$ cat src/design/rcp_pkg.sv
package rcp_pkg;

  // Result status codes
  typedef enum logic [2:0] {
    ST_PLACED    = 3'd0,
    ST_OVERLAP   = 3'd1,
    ST_BAD_INDEX = 3'd2,
    ST_FULL      = 3'd3,
    ST_OVERFLOW  = 3'd4
  } status_t;

  typedef enum logic [3:0] {
    S_IDLE,
    S_CHECK,
    S_LOAD,
    S_TEST,
    S_SCAN,
    S_COMPACT,
    S_APPEND_TOP,
    S_APPEND_RIGHT,
    S_FINISH
  } state_t;

  // Controller -> datapath
  typedef struct packed {
    logic    load_in;
    logic    cand_rd_point;
    logic    load_point;
    logic    scan_start;
    logic    scan_step;
    logic    rect_write;
    logic    comp_start;
    logic    comp_step;
    logic    append_top;
    logic    append_right;
    logic    finish;
    status_t fin_status;
  } cmd_t;

  // Datapath -> controller
  typedef struct packed {
    logic bad_index;
    logic full;
    logic overflow;
    logic hit;
    logic scan_done;
    logic comp_done;
  } stat_t;

endpackage

$ cat src/design/rcp_ram.sv
module rcp_ram #(
  parameter int WIDTH = 8,
  parameter int DEPTH = 32
) (
  input  logic                                   clk,
  input  logic                                   we,
  input  logic [((DEPTH > 1) ? $clog2(DEPTH) : 1)-1:0] waddr,
  input  logic [WIDTH-1:0]                       wdata,
  input  logic [((DEPTH > 1) ? $clog2(DEPTH) : 1)-1:0] raddr,
  output logic [WIDTH-1:0]                       rdata
);

  logic [WIDTH-1:0] mem [DEPTH];

  always_ff @(posedge clk) begin
    if (we) begin
      mem[waddr] <= wdata;
    end
    rdata <= mem[raddr];
  end

endmodule

$ cat src/design/rcp_ctrl.sv
module rcp_ctrl (
  input  logic           clk,
  input  logic           rst,
  input  logic           start,
  input  rcp_pkg::stat_t stat,
  output rcp_pkg::cmd_t  cmd,
  output logic           busy
);

  rcp_pkg::state_t state, state_next;

  always_ff @(posedge clk) begin
    if (rst) begin
      state <= rcp_pkg::S_IDLE;
    end else begin
      state <= state_next;
    end
  end

  always_comb begin
    state_next     = state;
    cmd            = '0;
    cmd.fin_status = rcp_pkg::ST_PLACED;
    busy           = (state != rcp_pkg::S_IDLE);
    unique case (state)
      rcp_pkg::S_IDLE: begin
        if (start) begin
          cmd.load_in = 1'b1;
          state_next  = rcp_pkg::S_CHECK;
        end
      end
      rcp_pkg::S_CHECK: begin
        if (stat.bad_index) begin
          cmd.finish     = 1'b1;
          cmd.fin_status = rcp_pkg::ST_BAD_INDEX;
          state_next     = rcp_pkg::S_IDLE;
        end else begin
          cmd.cand_rd_point = 1'b1;
          state_next        = rcp_pkg::S_LOAD;
        end
      end
      rcp_pkg::S_LOAD: begin
        cmd.load_point = 1'b1;
        state_next     = rcp_pkg::S_TEST;
      end
      rcp_pkg::S_TEST: begin
        if (stat.full) begin
          cmd.finish     = 1'b1;
          cmd.fin_status = rcp_pkg::ST_FULL;
          state_next     = rcp_pkg::S_IDLE;
        end else if (stat.overflow) begin
          cmd.finish     = 1'b1;
          cmd.fin_status = rcp_pkg::ST_OVERFLOW;
          state_next     = rcp_pkg::S_IDLE;
        end else begin
          cmd.scan_start = 1'b1;
          state_next     = rcp_pkg::S_SCAN;
        end
      end
      rcp_pkg::S_SCAN: begin
        cmd.scan_step = 1'b1;
        if (stat.hit) begin
          cmd.finish     = 1'b1;
          cmd.fin_status = rcp_pkg::ST_OVERLAP;
          state_next     = rcp_pkg::S_IDLE;
        end else if (stat.scan_done) begin
          cmd.rect_write = 1'b1;
          cmd.comp_start = 1'b1;
          state_next     = rcp_pkg::S_COMPACT;
        end
      end
      rcp_pkg::S_COMPACT: begin
        cmd.comp_step = 1'b1;
        if (stat.comp_done) begin
          state_next = rcp_pkg::S_APPEND_TOP;
        end
      end
      rcp_pkg::S_APPEND_TOP: begin
        cmd.append_top = 1'b1;
        state_next     = rcp_pkg::S_APPEND_RIGHT;
      end
      rcp_pkg::S_APPEND_RIGHT: begin
        cmd.append_right = 1'b1;
        state_next       = rcp_pkg::S_FINISH;
      end
      rcp_pkg::S_FINISH: begin
        cmd.finish     = 1'b1;
        cmd.fin_status = rcp_pkg::ST_PLACED;
        state_next     = rcp_pkg::S_IDLE;
      end
      default: begin
        state_next = rcp_pkg::S_IDLE;
      end
    endcase
  end

endmodule

$ cat src/design/rcp_datapath.sv
module rcp_datapath #(
  parameter int MAX_RECTS  = 32,
  parameter int COORD_BITS = 12
) (
  input  logic                                  clk,
  input  logic                                  rst,
  input  rcp_pkg::cmd_t                         cmd,
  output rcp_pkg::stat_t                        stat,
  input  logic [7:0]                            rect_width,
  input  logic [7:0]                            rect_height,
  input  logic [$clog2(MAX_RECTS + 2)-1:0]      point_index,
  output logic                                  done,
  output logic [2:0]                            status,
  output logic [COORD_BITS-1:0]                 place_x,
  output logic [COORD_BITS-1:0]                 place_y,
  output logic [$clog2(MAX_RECTS + 1)-1:0]      placed_count,
  output logic [$clog2(MAX_RECTS + 2)-1:0]      candidate_count,
  output logic [COORD_BITS-1:0]                 extent_x,
  output logic [COORD_BITS-1:0]                 extent_y
);

  localparam int C          = COORD_BITS;
  localparam int C1         = COORD_BITS + 1;
  localparam int CAND_DEPTH = MAX_RECTS + 1;
  localparam int CAW        = $clog2(CAND_DEPTH);
  localparam int CCW        = $clog2(CAND_DEPTH + 1);
  localparam int RAW        = (MAX_RECTS > 1) ? $clog2(MAX_RECTS) : 1;
  localparam int PCW        = $clog2(MAX_RECTS + 1);
  localparam int RECT_W     = 2 * COORD_BITS + 16;
  localparam int PT_W       = 2 * COORD_BITS;

  // latched item
  logic [7:0]     w_r, h_r;
  logic [CCW-1:0] idx_r;

  // tried point and its far corner
  logic [C-1:0]  px, py;
  logic [C1-1:0] x2, y2, x2_r, y2_r;

  // persistent state
  logic [PCW-1:0] placed_total;
  logic [CCW-1:0] cand_total;
  logic [C-1:0]   ext_x, ext_y;
  logic           origin_live;   // entry 0 still holds the reset origin

  // overlap scan
  logic [PCW-1:0] scan_addr;
  logic           scan_pend, scan_issue;

  // compaction
  logic [CCW-1:0] comp_addr, comp_wa;
  logic           comp_pend, comp_issue;

  // memories
  logic [RECT_W-1:0] rect_rd;
  logic [PT_W-1:0]   cand_rd, cand_wd;
  logic [CAW-1:0]    cand_wa, cand_ra;
  logic              cand_we;
  logic [CCW-1:0]    cand_last;

  logic [C-1:0]  rx, ry;
  logic [C1-1:0] rx2, ry2;
  logic          overlap;

  rcp_ram #(.WIDTH(RECT_W), .DEPTH(MAX_RECTS)) u_rect_ram (
    .clk   (clk),
    .we    (cmd.rect_write),
    .waddr (placed_total[RAW-1:0]),
    .wdata ({px, py, w_r, h_r}),
    .raddr (scan_addr[RAW-1:0]),
    .rdata (rect_rd)
  );

  rcp_ram #(.WIDTH(PT_W), .DEPTH(CAND_DEPTH)) u_cand_ram (
    .clk   (clk),
    .we    (cand_we),
    .waddr (cand_wa),
    .wdata (cand_wd),
    .raddr (cand_ra),
    .rdata (cand_rd)
  );

  assign x2 = {1'b0, px} + C1'(w_r);
  assign y2 = {1'b0, py} + C1'(h_r);

  assign rx  = rect_rd[RECT_W-1 -: C];
  assign ry  = rect_rd[RECT_W-1-C -: C];
  assign rx2 = {1'b0, rx} + C1'(rect_rd[15:8]);
  assign ry2 = {1'b0, ry} + C1'(rect_rd[7:0]);

  // strict interval overlap: shared edges do not count
  assign overlap = !(({1'b0, px} >= rx2) || ({1'b0, rx} >= x2_r) ||
                     ({1'b0, py} >= ry2) || ({1'b0, ry} >= y2_r));

  assign scan_issue = (scan_addr < placed_total);
  assign comp_issue = (comp_addr < cand_total);
  assign cand_last  = cand_total - CCW'(1);
  assign cand_ra    = cmd.cand_rd_point ? idx_r[CAW-1:0] : comp_addr[CAW-1:0];

  always_comb begin
    cand_we = 1'b0;
    cand_wa = comp_wa[CAW-1:0];
    cand_wd = cand_rd;
    if (cmd.comp_step && comp_pend) begin
      cand_we = 1'b1;
    end else if (cmd.append_top) begin
      cand_we = 1'b1;
      cand_wa = cand_last[CAW-1:0];
      cand_wd = {px, y2_r[C-1:0]};
    end else if (cmd.append_right) begin
      cand_we = 1'b1;
      cand_wa = cand_total[CAW-1:0];
      cand_wd = {x2_r[C-1:0], py};
    end
  end

  assign stat.bad_index = (idx_r >= cand_total);
  assign stat.full      = (placed_total >= PCW'(MAX_RECTS));
  assign stat.overflow  = x2[C] || y2[C];
  assign stat.hit       = scan_pend && overlap;
  assign stat.scan_done = !scan_issue && !scan_pend;
  assign stat.comp_done = !comp_issue && !comp_pend;

  always_ff @(posedge clk) begin
    if (cmd.load_in) begin
      w_r   <= rect_width;
      h_r   <= rect_height;
      idx_r <= point_index;
    end
    if (cmd.load_point) begin
      if (idx_r == '0 && origin_live) begin
        px <= '0;
        py <= '0;
      end else begin
        px <= cand_rd[PT_W-1 -: C];
        py <= cand_rd[C-1:0];
      end
    end
    if (cmd.scan_start) begin
      x2_r <= x2;
      y2_r <= y2;
    end
    if (cmd.comp_start) begin
      comp_wa <= idx_r;
    end else if (cmd.comp_step && comp_pend) begin
      comp_wa <= comp_wa + CCW'(1);
    end
    if (cmd.finish) begin
      status          <= cmd.fin_status;
      place_x         <= (cmd.fin_status == rcp_pkg::ST_BAD_INDEX) ? '0 : px;
      place_y         <= (cmd.fin_status == rcp_pkg::ST_BAD_INDEX) ? '0 : py;
      placed_count    <= placed_total;
      candidate_count <= cand_total;
      extent_x        <= ext_x;
      extent_y        <= ext_y;
    end
  end

  always_ff @(posedge clk) begin
    if (rst) begin
      placed_total <= '0;
      cand_total   <= CCW'(1);
      ext_x        <= '0;
      ext_y        <= '0;
      origin_live  <= 1'b1;
      scan_addr    <= '0;
      scan_pend    <= 1'b0;
      comp_addr    <= '0;
      comp_pend    <= 1'b0;
      done         <= 1'b0;
    end else begin
      done <= cmd.finish;
      if (cand_we && cand_wa == '0) begin
        origin_live <= 1'b0;
      end
      if (cmd.scan_start) begin
        scan_addr <= '0;
        scan_pend <= 1'b0;
      end else if (cmd.scan_step) begin
        if (scan_issue) begin
          scan_addr <= scan_addr + PCW'(1);
        end
        scan_pend <= scan_issue;
      end
      if (cmd.comp_start) begin
        comp_addr <= idx_r + CCW'(1);
        comp_pend <= 1'b0;
      end else if (cmd.comp_step) begin
        if (comp_issue) begin
          comp_addr <= comp_addr + CCW'(1);
        end
        comp_pend <= comp_issue;
      end
      if (cmd.append_right) begin
        // one point used, two appended
        cand_total   <= cand_total + CCW'(1);
        placed_total <= placed_total + PCW'(1);
        if (x2_r[C-1:0] > ext_x) begin
          ext_x <= x2_r[C-1:0];
        end
        if (y2_r[C-1:0] > ext_y) begin
          ext_y <= y2_r[C-1:0];
        end
      end
    end
  end

endmodule

$ cat src/design/rectangle_corner_placement.sv
// Rectangle placement at candidate corner points.
//
// Command channel: present rect_width, rect_height and point_index with
// start high; the item is taken at a rising edge where start is high and
// busy is low. busy stays high until the attempt is finished.
// Result channel: done pulses for exactly one cycle with status, place_x,
// place_y, placed_count, candidate_count, extent_x and extent_y valid in
// that cycle. The receiver cannot stall; results must be captured on the
// done cycle. busy is already low during the done cycle, so the next item
// may be issued then.
// An attempt ends in one of four ways: bad index; table full or
// coordinate overflow; overlap with a placed rectangle; or placed.
// Placing an item at index I of the N points held moves the
// M = N - 1 - I points after it down by one place, once the P
// rectangles placed before have all been scanned.
// The overlap scan reads one placed rectangle a cycle and the compaction
// moves one candidate point a cycle.
// Reset (rst, synchronous): no rectangles, extent zero, one candidate point
// at the origin. The stores themselves are not cleared.
module rectangle_corner_placement #(
  parameter int MAX_RECTS  = 32,
  parameter int COORD_BITS = 12
) (
  input  logic                              clk,
  input  logic                              rst,
  input  logic                              start,
  output logic                              busy,
  input  logic [7:0]                        rect_width,
  input  logic [7:0]                        rect_height,
  input  logic [$clog2(MAX_RECTS + 2)-1:0]  point_index,
  output logic                              done,
  output logic [2:0]                        status,
  output logic [COORD_BITS-1:0]             place_x,
  output logic [COORD_BITS-1:0]             place_y,
  output logic [$clog2(MAX_RECTS + 1)-1:0]  placed_count,
  output logic [$clog2(MAX_RECTS + 2)-1:0]  candidate_count,
  output logic [COORD_BITS-1:0]             extent_x,
  output logic [COORD_BITS-1:0]             extent_y
);

  rcp_pkg::cmd_t  cmd;
  rcp_pkg::stat_t stat;

  // Sequencer: check, fetch point, bounds, overlap scan, compaction,
  // appends, report.
  rcp_ctrl u_ctrl (
    .clk   (clk),
    .rst   (rst),
    .start (start),
    .stat  (stat),
    .cmd   (cmd),
    .busy  (busy)
  );

  // Placed-rectangle and candidate-point stores, counters, result register.
  rcp_datapath #(
    .MAX_RECTS  (MAX_RECTS),
    .COORD_BITS (COORD_BITS)
  ) u_dp (
    .clk             (clk),
    .rst             (rst),
    .cmd             (cmd),
    .stat            (stat),
    .rect_width      (rect_width),
    .rect_height     (rect_height),
    .point_index     (point_index),
    .done            (done),
    .status          (status),
    .place_x         (place_x),
    .place_y         (place_y),
    .placed_count    (placed_count),
    .candidate_count (candidate_count),
    .extent_x        (extent_x),
    .extent_y        (extent_y)
  );

  // An accepted item always keeps the block busy in the following cycle.
  a_accept_busy: assert property (@(posedge clk) disable iff (rst)
    (start && !busy) |=> busy)
    else $error("accepted item did not start work");

  // A result pulse only ends a period of work.
  a_done_after_busy: assert property (@(posedge clk) disable iff (rst)
    done |-> $past(busy))
    else $error("result without work");

  // The strobe never lasts more than one cycle.
  a_done_pulse: assert property (@(posedge clk) disable iff (rst)
    done |=> !done)
    else $error("result strobe held");

  // A rejected index reports the origin as the tried point.
  a_bad_index_zero: assert property (@(posedge clk) disable iff (rst)
    (done && status == rcp_pkg::ST_BAD_INDEX) |-> (place_x == '0 && place_y == '0))
    else $error("bad index reported a point");

endmodule
$ cat config.mk
export PLATFORM = sky130hd
export DESIGN_NAME = rectangle_corner_placement
export DESIGN_NICKNAME = d
export VERILOG_FILES = /design/src/design/rcp_pkg.sv /design/src/design/rcp_ram.sv /design/src/design/rcp_ctrl.sv /design/src/design/rcp_datapath.sv /design/src/design/rectangle_corner_placement.sv
export SDC_FILE = /design/constraint.sdc
export NUM_CORES = 2
export LEC_CHECK = 0
export BUFFER_PORTS_ARGS = -buffer_cell sky130_fd_sc_hd__buf_2
export CAP_MARGIN = 25
export CORE_MARGIN = 1
export CORE_UTILIZATION = 45
export CTS_CLUSTER_DIAMETER = 200
export DETAILED_ROUTE_END_ITERATION = 6
export MAX_ROUTING_LAYER = met4
export SYNTH_ARGS = -nofsm -noshare
export SYNTH_HDL_FRONTEND = slang
export SYNTH_HIERARCHICAL = 1
export SYNTH_SLANG_ARGS = --single-unit
$ cat constraint.sdc
create_clock -name clk -period 7.98 [get_ports clk]
set_input_delay 0.798 -clock clk [delete_from_list [all_inputs] [get_ports clk]]
set_output_delay 0.798 -clock clk [all_outputs]
set_load 0.02 [all_outputs]
Word-level counts from Yosys, hierarchy flattened
Memory sizes are Yosys's and may differ from the RTL's. A register that Yosys moved wholly into a read port is not among the register bits. Index checks and enable logic that the tools add are counted. W data, S select, Z words.

Flip-flop bits (word level): 197. Memories kept: 2. Memory bits (writable): 2072. Input bits: 25. Word-level logic and storage cells: 136.

Memories: u_dp.u_rect_ram.mem (words 32, bits a word 40, rd ports 1, clocked after Yosys merged registers in 1, wr ports 1, line rcp_ram.sv:13) `logic [WIDTH-1:0] mem [DEPTH];`; u_dp.u_cand_ram.mem (words 33, bits a word 24, rd ports 1, clocked after Yosys merged registers in 1, wr ports 1, line rcp_ram.sv:13).

Multiplexer cells: 46. Reduce and logical (&&, ||, !) cells: 29. Order comparisons: 10. Add/sub/neg operators: 11. Equal/unequal tests: 12.

Operators with widths (count): $mux W24 (3); $mux W6 (9); $add A12 B8 Y13 (4); $ge A12 B13 Y1 (4); $add A6 B1 Y6 const B (6); $mux W4 (8); $pmux W4 S8 (1); $gt A12 B12 Y1 (2); $mux W1 (18); $eq A4 B3 Y1 const B (4); $pmux W4 S4 (1); $logic_not A6 Y1 (2); $lt A6 B6 Y1 (2); $mux W3 (3); $eq A4 B2 Y1 const B (2); $reduce_and A2 Y1 (4); $ge A6 B6 Y1 (1); $ge A6 B6 Y1 const B (1); $logic_and A1 B1 Y1 (6); $mux W2 (3); $reduce_bool A2 Y1 (3); $sub A6 B1 Y6 const B (1); $logic_not A1 Y1 (5); $eq A4 B1 Y1 const B (1); other kinds (9) (14).

Depth between registers and ports, before layout
Depth in word-level cells: 11. Depth in mapped cells: 25. Gate-level depth less buffers: 24.

By module
Netlist, hierarchy kept.

Modules (own cells, without submodules): rcp_ram at u_dp.u_rect_ram (cells an instance 2813, area an instance 50564.7 um^2, seq. area each 39237.6 um^2, instances 1); rcp_ram at u_dp.u_cand_ram (cells an instance 1672, area an instance 31500.2 um^2, seq. area each 24263.3 um^2, instances 1); rcp_datapath (cells an instance 1108, area an instance 11532.3 um^2, seq. area each 5275.1 um^2, instances 1); rcp_ctrl (cells an instance 55, area an instance 392.9 um^2, seq. area each 80.1 um^2, instances 1).

Worst setup path before layout
No wires, ideal clock.

Path kind: reg-to-reg. From: register u_dp.u_rect_ram.rdata[28] (read register of u_dp.u_rect_ram.mem). To: register u_dp.candidate_count[0], enable pin. Data required time: 7.399 ns. Path slack: -0.012 ns. Cell stages (with the launch flop): 18. Arrival time: 7.411 ns. Clock period less this slack: 7.992 ns. Path through: dfxtp_1 -> ha_1 -> inv_1 -> fa_1 -> nor2b_1 -> o2111ai_1 -> nand4_1 -> o211ai_1 -> nor2_1 -> xnor2_1 -> ha_1 -> a21o_1 -> a21oi_1 -> nand3_1 -> o22ai_1 -> o211a_1 -> a21oi_1 -> o311ai_1.

RTL lines: from (decl) (line rcp_ram.sv:10) `output logic [WIDTH-1:0] rdata`; to (signal assigned) (line rcp_datapath.sv:153) `candidate_count <= cand_total;`; to (decl) (line rcp_datapath.sv:17) `output logic [$clog2(MAX_RECTS + 2)-1:0] candidate_count,`.

==> run metrics <==
post-CTS setup buffers 0; Cell Area, Synth 94000 µm²; Antenna Nets Post-Route 0; die span in x 459 µm; CTS tree yes; Slew headroom 0.267; Max-Cap Viols 0; clock power share 0.419; fin crit share 0.749; Place WS 2.08 ns; Placed Cells 8417; CP startpoint kind flip-flop; Worst Tran Pin Value 1.10 ns; share of cells above drive strength 1 0.129; arrival time at the worst endpoint 6.53 ns; Switching Share 0.213; clk buf depth 3; CTS Root Cell clkbuf_16; ys async rst share 0; Worst path slowest cell nor2_4; R2R depth 17; number of global-route vias before repair 50200; H-tree lvl count 4; gpl congestion 0.850; Critical path buffers and inverters 1; HPWL Detailed 143000 µm; Clock Pin Slew Worst Setup and Hold Paths 0.06 ns; Mean Syn Cell Area 16.6 µm²; Syn. warnings 6; Total GRT Usage 0.233; TritonCTS Buffers 232; final std cells w/o fill 8868; Tmin final 5.98 ns; Synth-to-Final Area Change 12.8%; Hold Fails Final Rpt 0; port bufs 89; die height 459 µm; hold buffers post-CTS 0; CP Class reg -> reg; worst setup path endpoint u_dp/u_rect_ram/mem[16][3]$_DFFE_PP_; post-route DRC violation count 0; #FFs+latches synth 2333; post-CTS resize count 0; drt wl/cell 27.1 µm; status finished clean; initial antenna violation count 12; DIE AREA 211000 µm²; Flop pwr share 0.539; WL final 241000 µm; R2R Path End u_dp/u_rect_ram/mem[16][3]$_DFFE_PP_; Final Worst Setup Slack 2.00 ns; global-route wire length before repair 349000 µm; Final #Nets 6024; Synth Instances 5648; CP max FO 21; Post-synth EDFFs 2213; Critical Path Start u_dp/u_rect_ram/rdata[29]$_DFF_P_; Hold Crit Class in -> reg; sequential area share after synthesis 0.733; Final setup viols 0; CP peak stage delay 0.76 ns; Sw Pwr 5430 µW; worst IR drop on VDD 0.249 mV; DRT Pass-1 Iters 5; reg-to-reg slack, setup 2.00 ns; Overflow after GRT 0; RSZ-0062 raised after global routing false; largest net degree at the start of global routing 109; CP Capture Type flip-flop; routed via count 50800; Setup TNS Final 0 ns; crit-path cells ha_1, a21oi_1, o21ai_0, o41ai_1, o21ai_0, xnor2_1, ha_1, nand3_1, a21oi_1, nand3_1, a21oi_1, o22ai_1, o211a_1, and3b_1, or3b_2, nor2_4, buf_4; crit-path leading delay family simple AND/OR/NAND/NOR gates; starting density of the core 0.453; Min Hold Slack 0.0946 ns; Pleak 0.0326 µW; CTS Sinks 2333; Site Rows 167; fmax 167 MHz; Pwr per Cell Area 240 nW/µm²; Ports 90; Required @ worst endpoint 8.53 ns; core area 207000 µm²; most frequent CP cell a21oi_1; Final Max Tran Viols 0; r2r startpoint u_dp/u_rect_ram/rdata[29]$_DFF_P_; synth unique cells 77; drt first-iter violations 4548; Comb power frac 0.042; clk_skew 0.0367 ns; Critical Path Stages 17; DR vias/cell 5.73; Power Internal 20000 µW; Worst-Skew Late Latency 0.88 ns; syn nets 5804; Post-synth top flop edfxtp_1
synth_stat cells, types with 10 or more instances:
master / instances / area share
a221oi_1: 47 / 0.0044
inv_1: 94 / 0.0038
nand3_1: 155 / 0.0083
buf_1: 20 / 0.00080
clkbuf_1: 138 / 0.0055
a21oi_1: 220 / 0.012
nand4_1: 13 / 0.00087
dfxtp_1: 120 / 0.026
or3_1: 12 / 0.00080
nor2_1: 152 / 0.0061
nand2_1: 193 / 0.0077
nor2b_1: 68 / 0.0045
buf_2: 41 / 0.0022
nor3_1: 57 / 0.0030
buf_6: 36 / 0.0043
o21ai_0: 79 / 0.0042
a22o_1: 131 / 0.012
o22ai_1: 30 / 0.0020
ha_1: 127 / 0.017
buf_4: 55 / 0.0044
xor2_1: 24 / 0.0022
buf_12: 10 / 0.0021
xnor2_1: 37 / 0.0034
and2_1: 33 / 0.0022
nand2b_1: 20 / 0.0013
edfxtp_1: 2213 / 0.71
o41ai_2: 24 / 0.0042
a21o_1: 14 / 0.0011
a22oi_1: 240 / 0.019
mux2i_1: 1057 / 0.11
a31oi_1: 67 / 0.0045
worst min path at each step:
| stage | from | endpoint | depth (start not counted) |
|---|---|---|---|
| after floorplan | u_dp/u_cand_ram/mem[32][22]$_DFFE_PP_ | u_dp/u_cand_ram/rdata[22]$_DFF_P_ | 2 |
| after global placement | u_dp/u_cand_ram/mem[32][20]$_DFFE_PP_ | u_dp/u_cand_ram/rdata[20]$_DFF_P_ | 2 |
| after detailed placement | u_dp/u_cand_ram/mem[32][13]$_DFFE_PP_ | u_dp/u_cand_ram/rdata[13]$_DFF_P_ | 2 |
| after CTS | rect_height[5] | u_dp/h_r[5]$_DFFE_PP_ | 1 |
| after global routing | rect_width[3] | u_dp/w_r[3]$_DFFE_PP_ | 1 |
| final | rect_height[5] | u_dp/h_r[5]$_DFFE_PP_ | 1 |
stage by stage:
| step | utilization | area (µm²) | power, µW |
|---|---|---|---|
| after CTS | 0.511 | 106000 | 25600 |
| after global routing | 0.511 | 106000 | 26200 |
| final | 0.511 | 106000 | 25400 |
| after global placement | 0.473 | 98100 | 15000 |
| after floorplan | - | 94000 | 14600 |
| after detailed placement | 0.475 | 98400 | 15000 |
layout by cell type, fill, tap and decap left out, types with 18 or more instances in the layout:
master,instances
nor3_1,56
nor2_2,33
nor2b_1,64
a31oi_1,66
clkbuf_1,45
clkbuf_16,235
buf_12,18
clkinv_2,42
a221oi_1,47
buf_4,169
a22oi_1,240
o21ai_2,25
and2_1,31
o21ai_0,55
clkinv_1,55
mux2i_1,1057
nor2_1,85
o41ai_2,24
dfxtp_1,119
inv_1,94
nand3_1,155
xor2_1,24
nor2_4,35
o22ai_1,30
nand2_1,191
buf_2,89
a21oi_1,220
ha_1,127
xnor2_1,37
edfxtp_1,2213
a22o_1,131
cell families (layout without fill, tap and decap cells):
group	count (synthesis)	in the layout	share of synthesized area
flip-flops	2333	2333	0.733
XOR/XNOR	61	61	0.00568
other	0	12	0
multiplexers	1064	1064	0.113
AND/OR/NAND/NOR	753	753	0.0388
adder cells (fa/ha/maj)	131	131	0.0178
buffers and inverters	399	819	0.0235
AO/OA/AOI/OAI	907	907	0.0682
registers in the layout, summed over array words and instances, names as in the netlist, 8 cells and up:
| name | flops |
|---|---|
| u_dp/ext_x | 12 |
| u_dp/ext_y | 12 |
| u_dp/extent_x | 12 |
| u_dp/extent_y | 12 |
| u_dp/h_r | 8 |
| u_dp/place_x | 12 |
| u_dp/place_y | 12 |
| u_dp/px | 12 |
| u_dp/py | 12 |
| u_dp/u_cand_ram/mem | 792 |
| u_dp/u_cand_ram/rdata | 24 |
| u_dp/u_rect_ram/mem | 1280 |
| u_dp/u_rect_ram/rdata | 40 |
| u_dp/w_r | 8 |
| u_dp/x2_r | 13 |
| u_dp/y2_r | 13 |
metal layers:
layer,up-vias,GRT usage,part of all wire
met3,344,0.0330,0.054
met5,-,-,0
met1,26200,0.303,0.42
li1,22700,-,-
met2,1498,0.380,0.49
met4,0,0.0739,0.030
area by class of cell:
type / instances / area (µm²)
repair buffers: 290 / 2320
fillers: 17000 / 101000
well taps: 2788 / 3490
multi-input cells: 2916 / 23500
clock buffers: 292 / 6210
diodes: 12 / 30.0
inverters: 95 / 357
flip-flops and latches: 2333 / 68900
clock inverters: 142 / 1260
power by group through the flow:
stage          combinational, µW  sequential, µW  clock, µW
6_report                    1070           13700      10600
5_1_grt                     1160           13700      11300
4_1_cts                     1060           13700      10800
3_5_place_dp                1060           14000          0
3_3_place_gp                 999           14000          0
2_1_floorplan                545           14000          0
Power figures use the tool's default switching activity.
